<file path="src/rtl/tcw_pkg.sv">
package tcw_pkg;

	// screen geometry
	localparam int COLUMNS    = 80;
	localparam int ROWS       = 25;
	localparam int CELL_COUNT = ROWS * COLUMNS;
	localparam int COPY_N     = CELL_COUNT - COLUMNS;

	localparam int ADDR_W = $clog2(CELL_COUNT);
	localparam int CNT_W  = $clog2(CELL_COUNT + 1);
	localparam int ROW_W  = $clog2(ROWS);
	localparam int COL_W  = $clog2(COLUMNS);

	// field widths
	localparam int REQ_W    = 3;
	localparam int CHAR_W   = 8;
	localparam int COLOR_W  = 8;
	localparam int ROW_IN_W = 5;
	localparam int COL_IN_W = 7;
	localparam int CELL_W   = 16;
	localparam int POS_W    = 11;

	localparam logic [COLOR_W-1:0] DEFAULT_COLOR_RST = 8'd31;

	localparam logic [CHAR_W-1:0] SPACE_CHAR   = 8'h20;
	localparam logic [CHAR_W-1:0] NEWLINE_CHAR = 8'd10;
	localparam logic [CHAR_W-1:0] RETURN_CHAR  = 8'd13;

	// request codes
	localparam logic [REQ_W-1:0] REQ_PUT   = 3'd0;
	localparam logic [REQ_W-1:0] REQ_CLEAR = 3'd1;
	localparam logic [REQ_W-1:0] REQ_MOVE  = 3'd2;
	localparam logic [REQ_W-1:0] REQ_WRITE = 3'd3;
	localparam logic [REQ_W-1:0] REQ_READ  = 3'd4;

	typedef struct packed {
		logic capture;
		logic exec;
		logic copy;
		logic fill;
		logic cnt_inc;
		logic load_out;
	} cmd_t;

	typedef struct packed {
		logic op_put;
		logic op_clear;
		logic op_read;
		logic scroll_need;
		logic cnt_copy_end;
		logic cnt_fill_end;
		logic out_free;
	} sts_t;

endpackage

</file>
<file path="src/rtl/tcw_ctrl.sv">
module tcw_ctrl (
	input  logic          clk,
	input  logic          arst_n,
	input  logic          in_valid,
	output logic          in_ready,
	input  tcw_pkg::sts_t sts,
	output tcw_pkg::cmd_t cmd
);

	typedef enum logic [6:0] {
		S_INIT   = 7'b0000001,
		S_IDLE   = 7'b0000010,
		S_EXEC   = 7'b0000100,
		S_RDWAIT = 7'b0001000,
		S_COPY   = 7'b0010000,
		S_FILL   = 7'b0100000,
		S_DONE   = 7'b1000000
	} state_t;

	state_t state_q, state_d;

	always_ff @(posedge clk or negedge arst_n) begin
		if (!arst_n) begin
			state_q <= S_INIT;
		end else begin
			state_q <= state_d;
		end
	end

	assign in_ready = (state_q == S_IDLE);

	always_comb begin
		state_d = state_q;
		cmd     = '0;
		case (state_q)
			S_INIT: begin
				cmd.fill    = 1'b1;
				cmd.cnt_inc = 1'b1;
				if (sts.cnt_fill_end) begin
					state_d = S_IDLE;
				end
			end
			S_IDLE: begin
				if (in_valid) begin
					cmd.capture = 1'b1;
					state_d     = S_EXEC;
				end
			end
			S_EXEC: begin
				cmd.exec = 1'b1;
				if (sts.op_clear) begin
					state_d = S_FILL;
				end else if (sts.op_put && sts.scroll_need) begin
					state_d = S_COPY;
				end else if (sts.op_read) begin
					state_d = S_RDWAIT;
				end else if (sts.out_free) begin
					cmd.load_out = 1'b1;
					state_d      = S_IDLE;
				end else begin
					state_d = S_DONE;
				end
			end
			S_RDWAIT, S_DONE: begin
				if (sts.out_free) begin
					cmd.load_out = 1'b1;
					state_d      = S_IDLE;
				end else begin
					state_d = S_DONE;
				end
			end
			S_COPY: begin
				cmd.copy = 1'b1;
				if (sts.cnt_copy_end) begin
					state_d = S_FILL;
				end else begin
					cmd.cnt_inc = 1'b1;
				end
			end
			S_FILL: begin
				cmd.fill    = 1'b1;
				cmd.cnt_inc = 1'b1;
				if (sts.cnt_fill_end) begin
					if (sts.out_free) begin
						cmd.load_out = 1'b1;
						state_d      = S_IDLE;
					end else begin
						state_d = S_DONE;
					end
				end
			end
			default: begin
				state_d = S_INIT;
			end
		endcase
	end

`ifndef NO_ASSERTIONS
	a_load_needs_slot: assert property (@(posedge clk) disable iff (!arst_n)
		cmd.load_out |-> sts.out_free)
		else $error("result loaded while output slot busy");

	a_fill_ends: assert property (@(posedge clk) disable iff (!arst_n)
		(cmd.fill && sts.cnt_fill_end) |=> (state_q != S_FILL && state_q != S_INIT))
		else $error("fill sweep ran past the last cell");

	a_copy_to_fill: assert property (@(posedge clk) disable iff (!arst_n)
		(cmd.copy && sts.cnt_copy_end) |=> state_q == S_FILL)
		else $error("scroll copy did not hand over to bottom row fill");
`endif

endmodule

</file>
<file path="config.mk">
export PLATFORM = sky130hd
export DESIGN_NAME = tcw_ctrl
export DESIGN_NICKNAME = d
export VERILOG_FILES = /design/src/rtl/tcw_pkg.sv /design/src/rtl/tcw_ctrl.sv
export SDC_FILE = /design/constraint.sdc
export NUM_CORES = 1
export LEC_CHECK = 0
export ABC_AREA = 1
export BUFFER_PORTS_ARGS = -buffer_cell sky130_fd_sc_hd__buf_2
export CAP_MARGIN = 10
export CORE_AREA = 5 5 42 44
export CTS_BUF_LIST = sky130_fd_sc_hd__clkbuf_4 sky130_fd_sc_hd__clkbuf_8 sky130_fd_sc_hd__clkbuf_16
export CTS_CLUSTER_DIAMETER = 80
export DETAILED_ROUTE_END_ITERATION = 8
export DIE_AREA = 0 0 47 49
export GPL_TIMING_DRIVEN = 0
export PLACE_DENSITY = 0.7
export SLEW_MARGIN = 20
export SYNTH_ARGS = -nofsm -noshare
export SYNTH_HDL_FRONTEND = slang
export SYNTH_SLANG_ARGS = --single-unit
</file>
<file path="constraint.sdc">
create_clock -name clk -period 1.2 [get_ports clk]
set_input_delay 0.06 -clock clk [delete_from_list [all_inputs] [get_ports clk]]
set_output_delay 0.06 -clock clk [all_outputs]
set_load 0.1 [all_outputs]
</file>
==> impl_results.md <==
* Grt ovf at 0
* Number of flops mapped to enable cells by yosys at 0
* F_max at 601 MHz
* Met2 GRT Util at 31.7%
* Initial Utilization at 39.6%
* H-tree Lvls at 1
* Vias in the first global route at 695
* Ant diodes at 0
* Reg2reg path depth at 9
* CORE AREA at 1400 um2
* Most frequent cell on the critical path: nand2_2
* Routed vias at 664
* CP Buf/Inv Count at 2
* Final period util at 139%
* IO Count at 17
* Worst Path Max Fanout at 3
* RSZ-0062 raised after global routing: true
* Switching share of power at 54.6%
* Slowest-stage cell, CP: dfrtp_1
* Worst setup margin at -0.465 ns
* Stages on the worst setup path at 8
* # fillers at 98
* Largest registers: state_q: 7 flops
* # rows at 14
* Core Util, Final at 73.8%
* Clk slew on worst S/H paths at 0.05 ns
* Met1 Usage GRT at 17.4%
* Int Pwr at 0.973 mW
* CP delay by family, top: simple AND/OR/NAND/NOR gates
* Post-route DRC at 0
* Most common cell in the netlist: nand2_1
* PD cells at 2070 nW/um2
* Period minus WS final at 1.66 ns
* Slew @ Worst Pin at 0.248 ns
* WHS at 0.0211 ns
* Synth Register Bits at 7
* Reg power frac at 16.4%
* Worst EP required at 1.14 ns
* Status: finished, violations left
* Ys async rst share at 100%
* First-pass DRT Iterations at 4
* First-pass GRT wire length at 2.87 mm
* Count of pins over their slew limit at 0
* CP endpoint: cmd[0]
* Critical path launch point type: register
* Top cell type's share of synthesized area at 27.1%
* CP peak stage delay at 0.41 ns
* Tot Pwr at 2.14 mW
* Largest net degree at the start of global routing at 8
* Failing checks: negative setup slack
* Top_reg_cell synth: dfrtp_1
* Netlist cell types at 16
* Number of antenna violations at the first check in global routing at 0
* Port bufs at 16
* Leading cell types by count after synthesis: nand2_1 (21), inv_1 (13), nor2_1 (11), nand3_1 (8), dfrtp_1 (6)
* Seq/Total Area, Yosys at 31.8%
* Post-Syn Area at 554 um2
* Crit path from: state_q[1]$_DFFE_PN0P_
* Avg Synthesized Cell Area at 6.45 um2
* Die W at 47 um
* Post-synth top area cell: dfrtp_1
* R2r setup slk at -0.34 ns
* CTS tree: yes
* Clk pwr share at 10.5%
* Final setup viols at 13
* Nets at 128
* Vias per std cell at 4.99
* CTS max path bufs at 2
* Gr busiest metal: met2
* Hold Crit Depth at 2
* Leak at 0.513 nW
* Syn. warnings at 0
* Share of layout cells above drive strength 1 at 68.4%
* DRT iter0 DRCs at 10
* Max-cap violations at 0
* Kind of critical path: reg2out
* Top reg by flops: state_q
* Die ar. at 2300 um2
* Max reg flops at 7
* Gate Count Post-Synth at 86
* Net switching power at 1.17 mW
* Clk Tree Root Cell: clkbuf_4
* Area delta synth->final at 86.7%
* Drt total wl at 1.86 mm
* Detail Route Antenna Nets at 0
* RR Endpoint: state_q[1]$_DFFE_PN0P_
* Worst skew pair latency at 0.24 ns
* GPL Wtd Cong at 0.763
* Detailed placement HPWL at 1.19 mm
* All-Layer GR Usage at 17.3%
* Hold path start: sts[5]
* Met3 Resource Use GR at 4.80%
* Power share of the combinational group at 73.1%
* Post-Synthesis Net Count at 96
* Peak supply drop at 2020 uV
* Hold Vio Cnt, Final at 0
* Largest cells by area after synthesis: dfrtp_1 (27%), nand2_1 (14%), inv_1 (8.8%)
* R2R Path Start: state_q[3]$_DFFE_PN0P_
* Worst min path class: in2reg
* Height of the die at 49 um
* Crit path DAT at 1.60 ns
* CTS buffer count at 3
* Worst path cell trace: inv_2 > nand2_4 > nor2_4 > nand2_2 > nand3_2 > nand2_2 > o21ai_4 > buf_12
* WL/cell at 14.0 um
* CP endpoint kind: output port
* Slew HR at 83.4%
* TritonCTS Sinks at 7
* Worst Skew at 0.00362 ns
* Pre-CTS setup slack at -0.472 ns
## kinds of logic after synthesis
family	Yosys count	share of synthesized area, %
simple gates	57	51.7
compound gates	5	4.97
buf+inv	17	11.5
flops	7	31.8
## power by group through the flow
stage / sequential, mW / clock [mW] / combinational (mW)
finish: 0.352 / 0.224 / 1.56
global route: 0.353 / 0.248 / 1.67
CTS: 0.340 / 0.231 / 1.39
detailed placement: 0.339 / 0 / 1.15
global placement: 0.335 / 0 / 1.15
floorplan: 0.328 / 0 / 0.999
## through the flow
stage                     area, um2  std cells  setup TNS (ns)
after CTS                       951        130           -3.40
after global routing           1030        133           -4.82
after detailed placement        717        118           -3.31
after global placement          717        118           -2.96
final                          1030        133           -3.78
after floorplan                 617         86           -3.27
## cell type report
class	count	area, um2	share of cell area, %
flip-flops and latches	7	178	17.2
multi-input cells	62	463	44.7
well taps	16	20.0	1.93
clock buffers	4	30.0	2.90
inverters	17	78.8	7.62
repair buffers	27	265	25.6
## routing by layer
layer / wire, um / vias up
li1: - / 327
met1: 680 / 312
met2: 1060 / 23
met3: 100 / 2
met4: 26 / 0
met5: 0 / -
## timing repair
| action | 4_1_cts | 5_1_grt |
|---|---|---|
| gates resized for setup | 45 | 15 |
| endpoints found under the hold margin | 7 | 0 |
| hold buffers | 1 | 0 |
| setup buffers | 7 | 3 |
| pin swaps | 9 | 9 |
| setup endpoints to repair | 13 | 14 |
## cell usage in the layout (no fill, tap or decap)
cell type / Yosys / routed
nand2_2: 3 / 9
nor2_1: 11 / 6
dfstp_2: 1 / 1
buf_4: 0 / 9
nor3_4: 0 / 1
clkinvlp_4: 0 / 2
o31ai_2: 0 / 1
nand3_2: 1 / 4
dfrtp_1: 6 / 5
inv_8: 0 / 1
o21ai_1: 2 / 3
nor2_4: 4 / 10
buf_2: 0 / 9
nand2_4: 0 / 3
nand2_1: 21 / 11
nor3_2: 0 / 2
nand2_8: 0 / 1
clkbuf_4: 0 / 4
nor2_2: 5 / 4
buf_12: 0 / 6
dlygate4sd3_1: 0 / 1
inv_1: 13 / 5
nand4_1: 1 / 1
o21ai_4: 0 / 1
buf_6: 0 / 2
dfrtp_2: 0 / 1
nand3_1: 8 / 5
inv_2: 4 / 9
## worst min path at each step
stage                              to  slack, ns
2_1_floorplan  state_q[1]$_DFFE_PN0P_      -0.24
3_3_place_gp   state_q[3]$_DFFE_PN0P_      -0.10
3_5_place_dp   state_q[4]$_DFFE_PN0P_      -0.11
4_1_cts        state_q[4]$_DFFE_PN0P_       0.02
5_1_grt        state_q[4]$_DFFE_PN0P_       0.02
6_report       state_q[4]$_DFFE_PN0P_       0.02
Power figures use the tool's default switching activity.
